`src/rtl/core/mtrs_pkg.sv`:
```
// ============================================================================
// mtrs_pkg
// Shared types and constants of the Modbus TCP register server core.
// ============================================================================
package mtrs_pkg;

   // Default sizes
   localparam int REG_COUNT_DEF      = 128;
   localparam int FRAME_BYTES_DEF    = 256;
   localparam int MAX_READ_WORDS_DEF = 27;

   // Frame byte count width, holds frame totals up to 1023 bytes
   localparam int TOTAL_W   = 10;
   // Frame header bytes kept in flops (transaction id .. quantity)
   localparam int HDR_BYTES = 12;

   // Response constants
   localparam logic [7:0] BYTE_ZERO      = 8'h00;
   localparam logic [7:0] WRITE_LEN_LOW  = 8'h06;
   localparam logic [7:0] READ_LEN_BASE  = 8'h03;
   localparam logic [5:0] WRITE_RESP_LEN = 6'd12;
   localparam int         READ_HDR_LEN   = 9;
   localparam int         WR_DATA_BASE   = 13;

   // Configuration register indexes
   typedef enum logic [1:0] {
      CSR_UNIT_ID  = 2'd0,
      CSR_WRITE_FC = 2'd1,
      CSR_READ_FC  = 2'd2
   } csr_index_type;

   typedef enum logic {
      OP_WRITE = 1'b0,
      OP_READ  = 1'b1
   } op_type;

   // One served frame, handed from front to back
   typedef struct packed {
      op_type             op;
      logic [7:0]         tid_hi;
      logic [7:0]         tid_lo;
      logic [15:0]        start;
      logic [15:0]        qty;
      logic [TOTAL_W-1:0] total;
   } cmd_type;

   // Header byte update from the response path
   typedef struct packed {
      logic       we;
      logic [3:0] idx;
      logic [7:0] data;
   } hdr_wr_type;

   typedef struct packed {
      logic init_done;
      logic done;
   } back_status_type;

endpackage

```
`src/rtl/core/modbus_tcp_register_server_core.sv`:
```
// ============================================================================
// modbus_tcp_register_server_core
// Modbus TCP holding register server: frame receive, register file, response.
// ============================================================================
// Usage:
//   req_* carries received TCP words, one byte per word, valid/ready.
//   rsp_* carries response words; rsp_last_byte marks the end of a response.
//   csr_* writes unit id, write function code and read function code; write
//   only while no frame is in progress and no response is pending.
// Throughput and sequence:
//   A frame byte is taken every cycle. On the byte that completes a served
//   frame, req_ready drops until the last response word is loaded into the
//   output register. A write takes a dispatch step, two frame buffer reads
//   and one register file write per stored word, then 12 response words;
//   a read takes a dispatch step, 9 header words, then one register file
//   read and two output words per word. A frame that is not served costs
//   nothing extra.
// Reset:
//   The register file is cleared one entry per cycle, with req_ready low;
//   configuration writes are taken during that pass.
// Stall:
//   A held rsp_ready stalls the response sequencer; the next frame is taken
//   as soon as its final word sits in the output register.
// ============================================================================
module modbus_tcp_register_server_core #(
   parameter int REG_COUNT      = mtrs_pkg::REG_COUNT_DEF,
   parameter int FRAME_BYTES    = mtrs_pkg::FRAME_BYTES_DEF,
   parameter int MAX_READ_WORDS = mtrs_pkg::MAX_READ_WORDS_DEF
) (
   input  logic       clock,
   input  logic       reset,
   input  logic       req_valid,
   output logic       req_ready,
   input  logic [7:0] req_rx_byte,
   output logic       rsp_valid,
   input  logic       rsp_ready,
   output logic [7:0] rsp_tx_byte,
   output logic       rsp_last_byte,
   input  logic       csr_we,
   input  logic [1:0] csr_index,
   input  logic [7:0] csr_wdata
);

   localparam int FAW = $clog2(FRAME_BYTES);

   logic [7:0] unit_id_ff, unit_id_in;
   logic [7:0] write_fc_ff, write_fc_in;
   logic [7:0] read_fc_ff, read_fc_in;

   logic                      fram_we;
   logic [FAW-1:0]            fram_waddr, fram_raddr;
   logic [7:0]                fram_wdata, fram_rdata;
   logic                      push, pop, q_valid, q_full;
   mtrs_pkg::cmd_type         push_cmd, q_head;
   mtrs_pkg::back_status_type back_status;
   mtrs_pkg::hdr_wr_type      hdr_wr;

   // Configuration registers
   always_comb begin
      unit_id_in  = unit_id_ff;
      write_fc_in = write_fc_ff;
      read_fc_in  = read_fc_ff;
      if (csr_we) begin
         unique case (mtrs_pkg::csr_index_type'(csr_index))
            mtrs_pkg::CSR_UNIT_ID:  unit_id_in  = csr_wdata;
            mtrs_pkg::CSR_WRITE_FC: write_fc_in = csr_wdata;
            mtrs_pkg::CSR_READ_FC:  read_fc_in  = csr_wdata;
            default: ;
         endcase
      end
   end

   always_ff @(posedge clock) begin
      if (reset) begin
         unit_id_ff  <= 8'd1;
         write_fc_ff <= 8'd16;
         read_fc_ff  <= 8'd3;
      end else begin
         unit_id_ff  <= unit_id_in;
         write_fc_ff <= write_fc_in;
         read_fc_ff  <= read_fc_in;
      end
   end

   // Frame buffer
   mtrs_ram #(.WIDTH(8), .DEPTH(FRAME_BYTES)) u_frame (
      .clock (clock),
      .we    (fram_we),
      .waddr (fram_waddr),
      .wdata (fram_wdata),
      .raddr (fram_raddr),
      .rdata (fram_rdata)
   );

   mtrs_front #(.FRAME_BYTES(FRAME_BYTES)) u_front (
      .clock       (clock),
      .reset       (reset),
      .req_valid   (req_valid),
      .req_ready   (req_ready),
      .req_rx_byte (req_rx_byte),
      .unit_id     (unit_id_ff),
      .write_fc    (write_fc_ff),
      .read_fc     (read_fc_ff),
      .back_status (back_status),
      .hdr_wr      (hdr_wr),
      .fram_we     (fram_we),
      .fram_waddr  (fram_waddr),
      .fram_wdata  (fram_wdata),
      .push        (push),
      .push_cmd    (push_cmd)
   );

   mtrs_cmd_queue u_queue (
      .clock    (clock),
      .reset    (reset),
      .push     (push),
      .push_cmd (push_cmd),
      .pop      (pop),
      .valid    (q_valid),
      .full     (q_full),
      .head     (q_head)
   );

   mtrs_back #(
      .REG_COUNT      (REG_COUNT),
      .FRAME_BYTES    (FRAME_BYTES),
      .MAX_READ_WORDS (MAX_READ_WORDS)
   ) u_back (
      .clock         (clock),
      .reset         (reset),
      .q_valid       (q_valid),
      .q_cmd         (q_head),
      .q_pop         (pop),
      .unit_id       (unit_id_ff),
      .write_fc      (write_fc_ff),
      .read_fc       (read_fc_ff),
      .fram_raddr    (fram_raddr),
      .fram_rdata    (fram_rdata),
      .rsp_valid     (rsp_valid),
      .rsp_ready     (rsp_ready),
      .rsp_tx_byte   (rsp_tx_byte),
      .rsp_last_byte (rsp_last_byte),
      .back_status   (back_status),
      .hdr_wr        (hdr_wr)
   );

   // Checks
   a_no_push_full: assert property (@(posedge clock) disable iff (reset)
      push |-> !q_full)
      else $error("command pushed into full queue");

   a_no_accept_in_clear: assert property (@(posedge clock) disable iff (reset)
      !back_status.init_done |-> !req_ready)
      else $error("word accepted during register clear");

   a_hdr_vs_accept: assert property (@(posedge clock) disable iff (reset)
      hdr_wr.we |-> !(req_valid && req_ready))
      else $error("header update collides with received word");

   a_done_idle_queue: assert property (@(posedge clock) disable iff (reset)
      back_status.done |-> !q_valid)
      else $error("response finished with a command still queued");

endmodule

```
`src/rtl/core/mtrs_ram.sv`:
```
// ============================================================================
// mtrs_ram
// Generic single-write, single-read RAM with registered read data.
// ============================================================================
module mtrs_ram #(
   parameter  int WIDTH = 8,
   parameter  int DEPTH = 256,
   localparam int AW    = $clog2(DEPTH)
) (
   input  logic             clock,
   input  logic             we,
   input  logic [AW-1:0]    waddr,
   input  logic [WIDTH-1:0] wdata,
   input  logic [AW-1:0]    raddr,
   output logic [WIDTH-1:0] rdata
);

   logic [WIDTH-1:0] mem_ff [DEPTH];
   logic [WIDTH-1:0] rdata_ff;

   // Write port and registered read port
   always_ff @(posedge clock) begin
      if (we) begin
         mem_ff[waddr] <= wdata;
      end
      rdata_ff <= mem_ff[raddr];
   end

   assign rdata = rdata_ff;

endmodule

```
`src/rtl/core/mtrs_cmd_queue.sv`:
```
// ============================================================================
// mtrs_cmd_queue
// Two-entry queue of served frame commands between front and back.
// ============================================================================
module mtrs_cmd_queue (
   input  logic              clock,
   input  logic              reset,
   input  logic              push,
   input  mtrs_pkg::cmd_type push_cmd,
   input  logic              pop,
   output logic              valid,
   output logic              full,
   output mtrs_pkg::cmd_type head
);

   mtrs_pkg::cmd_type slot_ff [2];
   logic              wr_ptr_ff, wr_ptr_in;
   logic              rd_ptr_ff, rd_ptr_in;
   logic [1:0]        count_ff, count_in;
   logic              do_push, do_pop;

   // Drop a push into a full queue, a pop from an empty one
   always_comb begin
      do_push   = push && (count_ff != 2'd2);
      do_pop    = pop && (count_ff != 2'd0);
      wr_ptr_in = wr_ptr_ff ^ do_push;
      rd_ptr_in = rd_ptr_ff ^ do_pop;
      count_in  = count_ff + {1'b0, do_push} - {1'b0, do_pop};
   end

   always_ff @(posedge clock) begin
      if (reset) begin
         wr_ptr_ff <= 1'b0;
         rd_ptr_ff <= 1'b0;
         count_ff  <= 2'd0;
      end else begin
         wr_ptr_ff <= wr_ptr_in;
         rd_ptr_ff <= rd_ptr_in;
         count_ff  <= count_in;
      end
   end

   always_ff @(posedge clock) begin
      if (do_push) begin
         slot_ff[wr_ptr_ff] <= push_cmd;
      end
   end

   assign valid = (count_ff != 2'd0);
   assign full  = (count_ff == 2'd2);
   assign head  = slot_ff[rd_ptr_ff];

endmodule

```
`src/rtl/core/mtrs_front.sv`:
```
// ============================================================================
// mtrs_front
// Receive side: stores bytes, tracks the header, detects complete frames
// and classifies them into write or read commands.
// ============================================================================
module mtrs_front #(
   parameter int FRAME_BYTES = mtrs_pkg::FRAME_BYTES_DEF,
   localparam int FAW        = $clog2(FRAME_BYTES)
) (
   input  logic                          clock,
   input  logic                          reset,
   input  logic                          req_valid,
   output logic                          req_ready,
   input  logic [7:0]                    req_rx_byte,
   input  logic [7:0]                    unit_id,
   input  logic [7:0]                    write_fc,
   input  logic [7:0]                    read_fc,
   input  mtrs_pkg::back_status_type     back_status,
   input  mtrs_pkg::hdr_wr_type          hdr_wr,
   output logic                          fram_we,
   output logic [FAW-1:0]                fram_waddr,
   output logic [7:0]                    fram_wdata,
   output logic                          push,
   output mtrs_pkg::cmd_type             push_cmd
);

   localparam int CNT_W = $clog2(FRAME_BYTES + 1);
   localparam int TW    = mtrs_pkg::TOTAL_W;
   localparam int HB    = mtrs_pkg::HDR_BYTES;

   logic [CNT_W-1:0] pos_ff, pos_in;
   logic [CNT_W-1:0] pos_eff, total;
   logic [TW-1:0]    total_w;
   logic             busy_ff, busy_in;
   logic [7:0]       hdr_ff [HB];
   logic [7:0]       hdr_in [HB];
   logic [7:0]       view   [HB];
   logic             accept, complete, served;

   assign req_ready = !busy_ff && back_status.init_done;
   assign accept    = req_valid && req_ready;

   // Frame position, header view with the incoming word, completion test
   always_comb begin
      pos_eff = (pos_ff >= CNT_W'(FRAME_BYTES)) ? '0 : pos_ff;
      total   = pos_eff + 1'b1;
      total_w = TW'(total);
      for (int i = 0; i < HB; i++) begin
         view[i] = (pos_eff == CNT_W'(i)) ? req_rx_byte : hdr_ff[i];
      end
      complete = (total_w >= TW'(7)) && (TW'(view[5]) == total_w - TW'(6));
      served   = complete && (view[6] == unit_id) &&
                 ((view[7] == write_fc) || (view[7] == read_fc));
   end

   // Build the command
   always_comb begin
      push            = accept && served;
      push_cmd.op     = (view[7] == write_fc) ? mtrs_pkg::OP_WRITE : mtrs_pkg::OP_READ;
      push_cmd.tid_hi = view[0];
      push_cmd.tid_lo = view[1];
      push_cmd.start  = {view[8], view[9]};
      push_cmd.qty    = {view[10], view[11]};
      push_cmd.total  = total_w;
   end

   // Store the word in the frame buffer
   assign fram_we    = accept;
   assign fram_waddr = pos_eff[FAW-1:0];
   assign fram_wdata = req_rx_byte;

   // Next state: position, busy flag, header bytes
   always_comb begin
      pos_in  = pos_ff;
      busy_in = busy_ff;
      for (int i = 0; i < HB; i++) begin
         hdr_in[i] = hdr_ff[i];
      end
      if (accept) begin
         pos_in = complete ? '0 : total;
         for (int i = 0; i < HB; i++) begin
            hdr_in[i] = view[i];
         end
      end
      if (push) begin
         busy_in = 1'b1;
      end else if (back_status.done) begin
         busy_in = 1'b0;
      end
      if (hdr_wr.we) begin
         for (int i = 0; i < HB; i++) begin
            if (hdr_wr.idx == 4'(i)) begin
               hdr_in[i] = hdr_wr.data;
            end
         end
      end
   end

   always_ff @(posedge clock) begin
      if (reset) begin
         pos_ff  <= '0;
         busy_ff <= 1'b0;
      end else begin
         pos_ff  <= pos_in;
         busy_ff <= busy_in;
      end
   end

   always_ff @(posedge clock) begin
      for (int i = 0; i < HB; i++) begin
         hdr_ff[i] <= hdr_in[i];
      end
   end

endmodule

```
`src/rtl/core/mtrs_back.sv`:
```
// ============================================================================
// mtrs_back
// Execute side: clears the register file after reset, performs register
// writes and reads, and streams the response words.
// ============================================================================
module mtrs_back #(
   parameter int REG_COUNT      = mtrs_pkg::REG_COUNT_DEF,
   parameter int FRAME_BYTES    = mtrs_pkg::FRAME_BYTES_DEF,
   parameter int MAX_READ_WORDS = mtrs_pkg::MAX_READ_WORDS_DEF,
   localparam int FAW           = $clog2(FRAME_BYTES)
) (
   input  logic                      clock,
   input  logic                      reset,
   input  logic                      q_valid,
   input  mtrs_pkg::cmd_type         q_cmd,
   output logic                      q_pop,
   input  logic [7:0]                unit_id,
   input  logic [7:0]                write_fc,
   input  logic [7:0]                read_fc,
   output logic [FAW-1:0]            fram_raddr,
   input  logic [7:0]                fram_rdata,
   output logic                      rsp_valid,
   input  logic                      rsp_ready,
   output logic [7:0]                rsp_tx_byte,
   output logic                      rsp_last_byte,
   output mtrs_pkg::back_status_type back_status,
   output mtrs_pkg::hdr_wr_type      hdr_wr
);

   localparam int RAW = $clog2(REG_COUNT);
   localparam int TW  = mtrs_pkg::TOTAL_W;

   typedef enum logic [6:0] {
      ST_CLEAR = 7'b0000001,
      ST_IDLE  = 7'b0000010,
      ST_W_HI  = 7'b0000100,
      ST_W_LO  = 7'b0001000,
      ST_W_WR  = 7'b0010000,
      ST_FETCH = 7'b0100000,
      ST_EMIT  = 7'b1000000
   } state_type;

   state_type         state_ff, state_in;
   mtrs_pkg::cmd_type cmd_ff, cmd_in;
   logic [8:0]        n_ff, n_in;
   logic [8:0]        i_ff, i_in;
   logic [5:0]        k_ff, k_in;
   logic [5:0]        len_ff, len_in;
   logic [7:0]        hi_ff, hi_in;
   logic [RAW-1:0]    clr_ff, clr_in;
   logic              rsp_valid_ff, rsp_valid_in;
   logic [7:0]        tx_ff, tx_in;
   logic              last_ff, last_in;

   logic [TW-1:0]     avail;
   logic [15:0]       qty_cap;
   logic [8:0]        n_pop;
   logic [16:0]       wa17, ra17;
   logic [5:0]        word_j;
   logic              wa_ok, ra_ok;
   logic              reg_we;
   logic [RAW-1:0]    reg_waddr;
   logic [15:0]       reg_wdata, reg_rdata;
   logic [TW-1:0]     fa;
   logic [7:0]        byte_val, data_byte, n2;
   logic              is_write, slot_free, load, last;

   // Register file
   mtrs_ram #(.WIDTH(16), .DEPTH(REG_COUNT)) u_regs (
      .clock (clock),
      .we    (reg_we),
      .waddr (reg_waddr),
      .wdata (reg_wdata),
      .raddr (ra17[RAW-1:0]),
      .rdata (reg_rdata)
   );

   // Word count for the command at the queue head
   always_comb begin
      avail   = (q_cmd.total >= TW'(15)) ? ((q_cmd.total - TW'(13)) >> 1) : '0;
      qty_cap = 16'(MAX_READ_WORDS);
      if (q_cmd.op == mtrs_pkg::OP_WRITE) begin
         n_pop = (q_cmd.qty < 16'(avail)) ? 9'(q_cmd.qty) : 9'(avail);
      end else begin
         n_pop = (q_cmd.qty > qty_cap) ? 9'(qty_cap) : 9'(q_cmd.qty);
      end
   end

   // Addresses into the register file and the frame buffer
   always_comb begin
      is_write = (cmd_ff.op == mtrs_pkg::OP_WRITE);
      wa17     = {1'b0, cmd_ff.start} + 17'(i_ff);
      word_j   = (k_ff - 6'd9) >> 1;
      ra17     = {1'b0, cmd_ff.start} + 17'(word_j);
      wa_ok    = (wa17 < 17'(REG_COUNT));
      ra_ok    = (ra17 < 17'(REG_COUNT));
      fa       = TW'(mtrs_pkg::WR_DATA_BASE) + TW'({i_ff, 1'b0}) +
                 TW'(state_ff == ST_W_LO);
      fram_raddr = fa[FAW-1:0];
   end

   // Register file write port: clearing pass or register write
   always_comb begin
      reg_we    = (state_ff == ST_CLEAR) || ((state_ff == ST_W_WR) && wa_ok);
      reg_waddr = (state_ff == ST_CLEAR) ? clr_ff : wa17[RAW-1:0];
      reg_wdata = (state_ff == ST_CLEAR) ? 16'h0000 : {hi_ff, fram_rdata};
   end

   // Response word for position k
   always_comb begin
      n2        = 8'({n_ff, 1'b0});
      data_byte = !ra_ok ? mtrs_pkg::BYTE_ZERO :
                  (k_ff[0] ? reg_rdata[15:8] : reg_rdata[7:0]);
      case (k_ff) inside
         6'd0:             byte_val = cmd_ff.tid_hi;
         6'd1:             byte_val = cmd_ff.tid_lo;
         6'd2, 6'd3, 6'd4: byte_val = mtrs_pkg::BYTE_ZERO;
         6'd5:             byte_val = is_write ? mtrs_pkg::WRITE_LEN_LOW :
                                      mtrs_pkg::READ_LEN_BASE + n2;
         6'd6:             byte_val = unit_id;
         6'd7:             byte_val = is_write ? write_fc : read_fc;
         6'd8:             byte_val = is_write ? cmd_ff.start[15:8] : n2;
         6'd9:             byte_val = is_write ? cmd_ff.start[7:0] : data_byte;
         6'd10:            byte_val = is_write ? cmd_ff.qty[15:8] : data_byte;
         6'd11:            byte_val = is_write ? cmd_ff.qty[7:0] : data_byte;
         default:          byte_val = data_byte;
      endcase
   end

   // Output register handshake
   always_comb begin
      slot_free = !rsp_valid_ff || rsp_ready;
      load      = (state_ff == ST_EMIT) && slot_free;
      last      = (k_ff == len_ff - 6'd1);
   end

   // Sequencer
   always_comb begin
      state_in     = state_ff;
      cmd_in       = cmd_ff;
      n_in         = n_ff;
      i_in         = i_ff;
      k_in         = k_ff;
      len_in       = len_ff;
      hi_in        = hi_ff;
      clr_in       = clr_ff;
      q_pop        = 1'b0;
      rsp_valid_in = rsp_valid_ff && !rsp_ready;
      tx_in        = tx_ff;
      last_in      = last_ff;
      unique case (state_ff)
         ST_CLEAR: begin
            clr_in = clr_ff + 1'b1;
            if (clr_ff == RAW'(REG_COUNT - 1)) begin
               state_in = ST_IDLE;
            end
         end
         ST_IDLE: begin
            if (q_valid) begin
               q_pop  = 1'b1;
               cmd_in = q_cmd;
               n_in   = n_pop;
               i_in   = '0;
               k_in   = '0;
               len_in = (q_cmd.op == mtrs_pkg::OP_WRITE) ? mtrs_pkg::WRITE_RESP_LEN :
                        6'(mtrs_pkg::READ_HDR_LEN) + 6'({n_pop, 1'b0});
               state_in = ((q_cmd.op == mtrs_pkg::OP_WRITE) && (n_pop != 9'd0)) ?
                          ST_W_HI : ST_EMIT;
            end
         end
         ST_W_HI: begin
            state_in = ST_W_LO;
         end
         ST_W_LO: begin
            hi_in    = fram_rdata;
            state_in = ST_W_WR;
         end
         ST_W_WR: begin
            i_in     = i_ff + 1'b1;
            state_in = (i_ff + 9'd1 == n_ff) ? ST_EMIT : ST_W_HI;
         end
         ST_FETCH: begin
            state_in = ST_EMIT;
         end
         ST_EMIT: begin
            if (load) begin
               rsp_valid_in = 1'b1;
               tx_in        = byte_val;
               last_in      = last;
               k_in         = k_ff + 1'b1;
               if (last) begin
                  state_in = ST_IDLE;
               end else if (!is_write && (k_ff >= 6'd8) && !k_ff[0]) begin
                  state_in = ST_FETCH;
               end
            end
         end
         default: begin
            state_in = ST_IDLE;
         end
      endcase
   end

   always_ff @(posedge clock) begin
      if (reset) begin
         state_ff     <= ST_CLEAR;
         clr_ff       <= '0;
         rsp_valid_ff <= 1'b0;
      end else begin
         state_ff     <= state_in;
         clr_ff       <= clr_in;
         rsp_valid_ff <= rsp_valid_in;
      end
   end

   always_ff @(posedge clock) begin
      cmd_ff  <= cmd_in;
      n_ff    <= n_in;
      i_ff    <= i_in;
      k_ff    <= k_in;
      len_ff  <= len_in;
      hi_ff   <= hi_in;
      tx_ff   <= tx_in;
      last_ff <= last_in;
   end

   // Mirror response words into the header flops of the front
   always_comb begin
      hdr_wr.we   = load && (k_ff < 6'(mtrs_pkg::HDR_BYTES));
      hdr_wr.idx  = k_ff[3:0];
      hdr_wr.data = byte_val;
   end

   assign back_status.init_done = (state_ff != ST_CLEAR);
   assign back_status.done      = load && last;

   assign rsp_valid     = rsp_valid_ff;
   assign rsp_tx_byte   = tx_ff;
   assign rsp_last_byte = last_ff;

endmodule

```
`config.mk`:
```
export PLATFORM = sky130hd
export DESIGN_NAME = modbus_tcp_register_server_core
export DESIGN_NICKNAME = d
export VERILOG_FILES = /design/src/rtl/core/mtrs_pkg.sv /design/src/rtl/core/modbus_tcp_register_server_core.sv /design/src/rtl/core/mtrs_ram.sv /design/src/rtl/core/mtrs_cmd_queue.sv /design/src/rtl/core/mtrs_front.sv /design/src/rtl/core/mtrs_back.sv
export SDC_FILE = /design/constraint.sdc
export NUM_CORES = 2
export LEC_CHECK = 0
export ABC_CLOCK_PERIOD_IN_PS = 7700
export BUFFER_PORTS_ARGS = -buffer_cell sky130_fd_sc_hd__buf_2
export CAP_MARGIN = 20
export CORE_MARGIN = 4
export CORE_UTILIZATION = 40
export DETAILED_ROUTE_END_ITERATION = 10
export GPL_TIMING_DRIVEN = 0
export PLACE_DENSITY = 0.59
export RECOVER_POWER = 50
export SLEW_MARGIN = 25
export SYNTH_ARGS = -nofsm -noshare
export SYNTH_HDL_FRONTEND = slang
export SYNTH_MEMORY_MAX_BITS = 65536
export SYNTH_SLANG_ARGS = --single-unit
```
`constraint.sdc`:
```
create_clock -name clock -period 7.7 [get_ports clock]
set_input_delay 0.77 -clock clock [delete_from_list [all_inputs] [get_ports clock]]
set_output_delay 0.77 -clock clock [all_outputs]
set_load 0.1 [all_outputs]
```
======== Word-level counts from Yosys, hierarchy flattened ========
Memory sizes are Yosys's and may differ from the RTL's. A register that Yosys moved wholly into a read port is not among the register bits.
Index checks and enable logic that the tools add are counted.
cells by class
  $lt $le $gt $ge ......................... 9
  $add $sub $neg .......................... 16
  bitwise logic cells ..................... 3
  equality and inequality tests ........... 55
  multiplexer cells ....................... 79
  reductions and logical operators ........ 41
operators by type and width
  cell                                                            count
  two-way mux 8 bit                                               42
  two-way mux 96 bit                                              2
  two-way mux 9 bit                                               7
  two-way mux 7 bit                                               8
  one-hot mux 7 bit (7 select lines)                              1
  equality test 9 x 3 -> 1 bit, second input constant             4
  equality test 9 x 4 -> 1 bit, second input constant             4
  < comparator 17 x 8 -> 1 bit, second input constant             2
  equality test 6 x 3 -> 1 bit, second input constant             4
  equality test 6 x 4 -> 1 bit, second input constant             4
  equality test 8 bit                                             3
  adder 9 x 1 -> 9 bit, second input constant                     2
  equality test 9 x 2 -> 1 bit, second input constant             2
  one-hot mux 9 bit (2 select lines)                              1
  adder 16 x 5 -> 17 bit                                          1
  adder 16 x 9 -> 17 bit                                          1
  equality test 4 x 3 -> 1 bit, second input constant             4
  equality test 4 bit, second input constant                      4
  greater-than comparator 16 x 5 -> 1 bit, second input constant  1
  logical AND 1 bit                                               16
  < comparator 16 x 10 -> 1 bit                                   1
  two-way mux 16 bit                                              1
  equality test 7 bit, second input constant                      2
  two-way mux 1 bit                                               14
  53 further kinds                                                72
word-level totals
  memories kept ........................... 4
  input port bits ......................... 23
  register bits ........................... 149
  word-level logic and storage cells ...... 230
  RAM bits ................................ 4308
memories
  memory                words  width  rd ports  clocked after memory_dff  write ports  RTL line              RTL
  u_back.u_regs.mem_ff  128    16     1         1                         1            mtrs_ram.sv:18        logic [WIDTH-1:0] mem_ff [DEPTH];
  u_frame.mem_ff        256    8      1         1                         1            mtrs_ram.sv:18
  u_queue.slot_ff       2      58     1         1                         1            mtrs_cmd_queue.sv:16  mtrs_pkg::cmd_type slot_ff [2];
  u_front.hdr_ff        12     8      12        0                         12           mtrs_front.sv:35      logic [7:0] hdr_ff [HB];

======== Depth between registers and ports, before layout ========
  depth after elaboration ................. 17
  gate-level depth with buffers ........... 27
  depth with buffers taken out ............ 21

======== Modules after synthesis ========
From an unflattened synthesis, not the netlist that was laid out.
second synthesis, totals
  cells, all modules ...................... 8650
  area, all modules ....................... 176823.3 um2
by module, submodules not included
  module                           cells each  times used  sequential area each (um2)  area each (um2)
  mtrs_ram at u_frame              3733        1           61659.1                     79556.3
  mtrs_ram at u_back.u_regs        3086        1           61819.3                     78522.8
  mtrs_back                        829         1           3183.1                      7739.9
  mtrs_front                       703         1           1641.6                      5505.3
  mtrs_cmd_queue                   207         1           3623.5                      4515.6
  modbus_tcp_register_server_core  92          1           480.5                       983.4

======== Worst setup path before layout ========
Ideal clock, no wire load.
  path kind ............................... register to register
  start ................................... register u_back.state_ff[0]
  end ..................................... register u_queue.count_ff[1]
  setup time .............................. 0.128 ns
  period minus slack after synthesis ...... 5.676 ns
  stages on the path, launching flop included .. 10
  arrival ................................. 5.549 ns
  path slack .............................. 2.024 ns
  buffers on the path ..................... 0
  required time ........................... 7.572 ns
  cells stage by stage .................... dfxtp_1 > or4_1 > or4b_2 > nor2_1 > ha_1 > inv_1 > ha_1 > xor2_1 > xnor2_1 > nor2_1
RTL lines
  item                          RTL line                               RTL
  start, declared               mtrs_back.sv:43                        state_type state_ff, state_in;
  start signal, assigned        mtrs_back.sv:210                       state_ff <= state_in;
  equality test 7 x 2 -> 1 bit  mtrs_back.sv:151                       unique case (state_ff)
  two-way mux 1 bit             mtrs_back.sv:151
  named net pop                 modbus_tcp_register_server_core.sv:53  logic push, pop, q_valid, q_full;
  logical AND 1 bit             mtrs_cmd_queue.sv:25                   do_pop = pop && (count_ff != 2'd0);
  subtractor 2 x 1 -> 2 bit     mtrs_cmd_queue.sv:28                   count_in = count_ff + {1'b0, do_push} - {1'b0, do_pop};
  end signal, assigned          mtrs_cmd_queue.sv:39                   count_ff <= count_in;
  end, declared                 mtrs_cmd_queue.sv:19                   logic [1:0] count_ff, count_in;
The timed path passes the listed nets, and every way through them passes these cells.
A chain may end at the register's enable or synchronous reset.

======== Final worst setup path ========
  start ................................... register u_back.state_ff[3]
  end ..................................... register u_frame.rdata_ff[1] (netlist: u_frame.rdata[1]) (read register of u_frame.mem_ff)
between the ends
  cells in the longest elaborated chain, start to end .. 2
RTL lines
  item                          RTL line         RTL
  equality test 7 x 4 -> 1 bit  mtrs_back.sv:98  TW'(state_ff == ST_W_LO);
  adder 8 x 1 -> 8 bit          mtrs_back.sv:97  fa = TW'(mtrs_pkg::WR_DATA_BASE) + TW'({i_ff, 1'b0}) +
  end, declared                 mtrs_ram.sv:19   logic [WIDTH-1:0] rdata_ff;
Every way passes these cells.

==> impl_metrics.ini <==
[min_path]
min_from = csr_wdata[1]
whs_path_depth = 3
hold_end = write_fc_ff[1]
hold_path_class = primary input to register

[clock_network]
cts_setup_buffers = 0
cts-root-buf = clkbuf_16
clock_path_buffers = 4
cts_buffers = 443
cts_tree = yes
cts.clk_slew.worst_paths_ps = 60
clk-insertion-delay-late_ps = 990
cts_sinks = 4457
htreeDepth = 5

[pwr]
cellPowerDensity_nw_per_um2 = 253
seqPwrFrac_pct = 53.1
ir_worst_vdd_v = 0.000220
p_int_w = 0.0400
pwr-share-comb_pct = 5.4
p_switching_w = 0.0116
leakagePower_nw = 64.0
p_total_w = 0.0517
p_sw_share_pct = 22.5
p_clk_share_pct = 41.6

[timing]
period_share_pct = 105
finalHoldViolations = 0
setup_viol = 8
setup_ws_ps = -390
final_max_slew_viol_count = 3121
tightestPinTransition_ps = 5720
fmax_mhz = 124
period_needed_ps = 8090
grt_setup_unrepaired = false
fin_skew_ps = 50.8
relSlewSlack_pct = -282
final.setup.tns_ps = -1660

[final_layout]
fillers = 37255
layout.nets = 10152
drive_gt1_share_pct = 24.5
area_growth_pct = 15.2
design_area_um2 = 204000

[logic_synthesis]
synth_top_cell_by_area = edfxtp_1
syn_area_um2 = 177000
synth_area_leaders = edfxtp_1, mux4_2, dfxtp_1, nand2_1, mux2i_1
ys.warnings.count = 0
synth-edff-count = 4308
synthFlopType = edfxtp_1
yosysTopAreaCellShare_pct = 72.9
yosys-top-cells-count = edfxtp_1, mux4_2, nand2_1
avgSynthCellArea_um2 = 19.0
syn_inst = 9350
seq_area_frac_synth_pct = 74.6
synth.distinct_cells = 95
async_reset_ff_share_pct = 0
ys_seq_elements = 4457
yosysMostFrequentCell = edfxtp_1
syn_nets = 9422

[place]
hpwlAfterDp_um = 448000
dp_slack_ps = -2470
dpl_cell_area_um2 = 191000
numPortBuffers = 33
place.gp.congestion = 0.998

[drt]
via_per_inst = 6.23
drtAntennaViolNets = 0
post_drt_wl_per_cell_um = 39.5
first_pass_iters = 9
drt_iter0_drc = 17100
finalWirelength_um = 648000
vias = 102194
drc = 0

[global_routing]
grt_pass1_vias = 97637
grtUsageTotal_pct = 28.1
grt_pass1_wl_um = 865000
grt-ovfl-total = 0
antenna_found_initial = 66
grt_max_degree = 109

[critical_path]
startpoint_type = register
path_cells = buf_4 > nor3b_2 > buf_4 > nand2_4 > clkinv_4 > buf_8 > buf_12 > buf_8 > buf_6 > buf_4 > buf_6 > ha_2 > nor3_2 > xor2_2 > buf_2 > nand2_1 > a21oi_1 > or4_1 > o31ai_4 > nor4_4
r2r-start = u_back.state_ff[3]
critPathRequiredTime_ps = 8500
crit_type = register to register
r2r-end = u_frame.rdata[1]
critPathCaptureType = register
critPathMaxFanout = 18
rrSetupSlack_ps = -390
max_stage_delay_ps = 920
critPathMostFrequentCell = buf_4
cp_slowest_cell = a21oi_1
cp.arrival_ps = 8890
reg2reg_depth = 20

[floorplanning]
die_h_um = 674
ios = 34
fp.dieW_um = 674
initial_core_util_pct = 40.1
die-area_um2 = 454000
core_area_um2 = 442000
rows = 244

[run_status]
status = finished, violations left
failed_checks = max-capacitance violations, max-slew violations, negative setup slack

[job]
cap_violations = 61
==> routing by layer <==
| layer | wire [µm] | share of wire [%] | up-vias | global-route usage, % |
|---|---|---|---|---|
| met5 | 126 | 0.019 | - | 0 |
| met4 | 47900 | 7.4 | 20 | 16.6 |
| met3 | 72200 | 11 | 1570 | 6.87 |
| met2 | 290000 | 45 | 6971 | 42.4 |
| met1 | 238000 | 37 | 54115 | 37.0 |
| li1 | - | - | 39518 | - |
==> power groups by stage <==
stage / sequential [W] / clock, W / combinational [W]
after global placement: 0.0280 / 0 / 0.00245
after global routing: 0.0274 / 0.0227 / 0.00285
after floorplan: 0.0279 / 0 / 0.00120
final: 0.0274 / 0.0215 / 0.00277
after CTS: 0.0273 / 0.0216 / 0.00289
after detailed placement: 0.0278 / 0 / 0.00288
==> cell families after synthesis <==
group,after synthesis,share of synthesized area [%]
xor+xnor,97,0.495
mux,1387,14.9
flops,4457,74.6
simple gates,1912,4.76
buf+inv,620,1.67
compound gates,828,3.16
fa+ha+maj,49,0.354
==> worst max-delay path by stage <==
stage	start	endpoint	slack, ps	cells past startpoint
2_1_floorplan	u_back.state_ff[0]	u_queue.count_ff[1]	2020	9
3_3_place_gp	u_back.state_ff[3]	u_frame.rdata[7]	-6320	21
3_5_place_dp	u_back.state_ff[3]	u_frame.rdata[7]	-2470	25
4_1_cts	u_back.state_ff[3]	u_frame.rdata[4]	2	25
5_1_grt	u_back.state_ff[3]	u_frame.rdata[0]	40	25
6_report	u_back.state_ff[3]	u_frame.rdata[1]	-390	20
==> per-stage QoR <==
step / hold slack (ps) / instances / utilization (%)
after floorplan: 400 / 9350 / -
after global placement: 411 / 15287 / 41.9
after detailed placement: 434 / 15537 / 43.1
after CTS: 6.05 / 16367 / 46.4
after global routing: 58.9 / 16376 / 46.2
final: 55.9 / 16404 / 46.2
==> cell type report <==
cell class                 instances  area, µm²  share of cell area [%]
multi-input combinational       4273      43100                    21.1
clock buffer                     564      11800                    5.77
buffer                           554       3080                    1.51
tap                             5904       7390                    3.62
inverter                          66        253                   0.124
timing repair buffer             285       3850                    1.88
sequential                      4457     132000                    64.8
clock inverter                   265       2440                    1.20
antenna                           36       90.1                  0.0441
==> repair_timing <==
action,in CTS,in global routing
endpoints found under the hold margin,1,0
pin swaps,2,4
endpoints found under the setup margin,8,8
hold buffers,1,0
gates resized for setup,79,19
==> registers in the layout (all words and copies together), names as in the netlist, 16 cells and up <==
register / cells
u_back.cmd_ff: 49
u_back.u_regs.mem_ff: 2048
u_back.u_regs.rdata: 16
u_frame.mem_ff: 2048
u_front.hdr_ff: 72
u_queue.slot_ff: 116
==> critical path: cells and delay by family, from the launching register on <==
kind | cells | cell delay (ps)
buffers and inverters | 10 | 3080
adder cells (fa/ha/maj) | 1 | 420
AO/OA/AOI/OAI | 2 | 1150
AND/OR/NAND/NOR | 6 | 2260
flip-flops | 1 | 310
XOR/XNOR | 1 | 440
==> placed cells by master (no fill, tap or decap), drive strengths merged, types with 16 or more instances in the layout <==
cell / Yosys / final
buf: 232 / 434
a21oi: 149 / 149
clkinv: 5 / 209
a211oi: 28 / 28
nor2b: 25 / 25
mux2: 131 / 131
xnor2: 50 / 50
nor3: 67 / 67
edfxtp: 4308 / 4308
nand3: 257 / 257
nand2: 773 / 773
o2111ai: 72 / 72
o211ai: 24 / 24
xor2: 45 / 45
bufinv: 0 / 35
mux4: 995 / 995
diode: 0 / 36
nor2: 548 / 548
clkbuf: 322 / 965
and2: 34 / 34
nand2b: 28 / 28
a32oi: 41 / 41
a221oi: 50 / 50
and3: 25 / 25
nor4: 30 / 30
mux2i: 261 / 261
a22oi: 16 / 16
nand4: 24 / 24
dfxtp: 149 / 149
ha: 47 / 47
a31oi: 29 / 29
o22ai: 34 / 34
o21ai: 229 / 229
inv: 61 / 73
or3: 22 / 22
(Power assumes the default switching activity.)
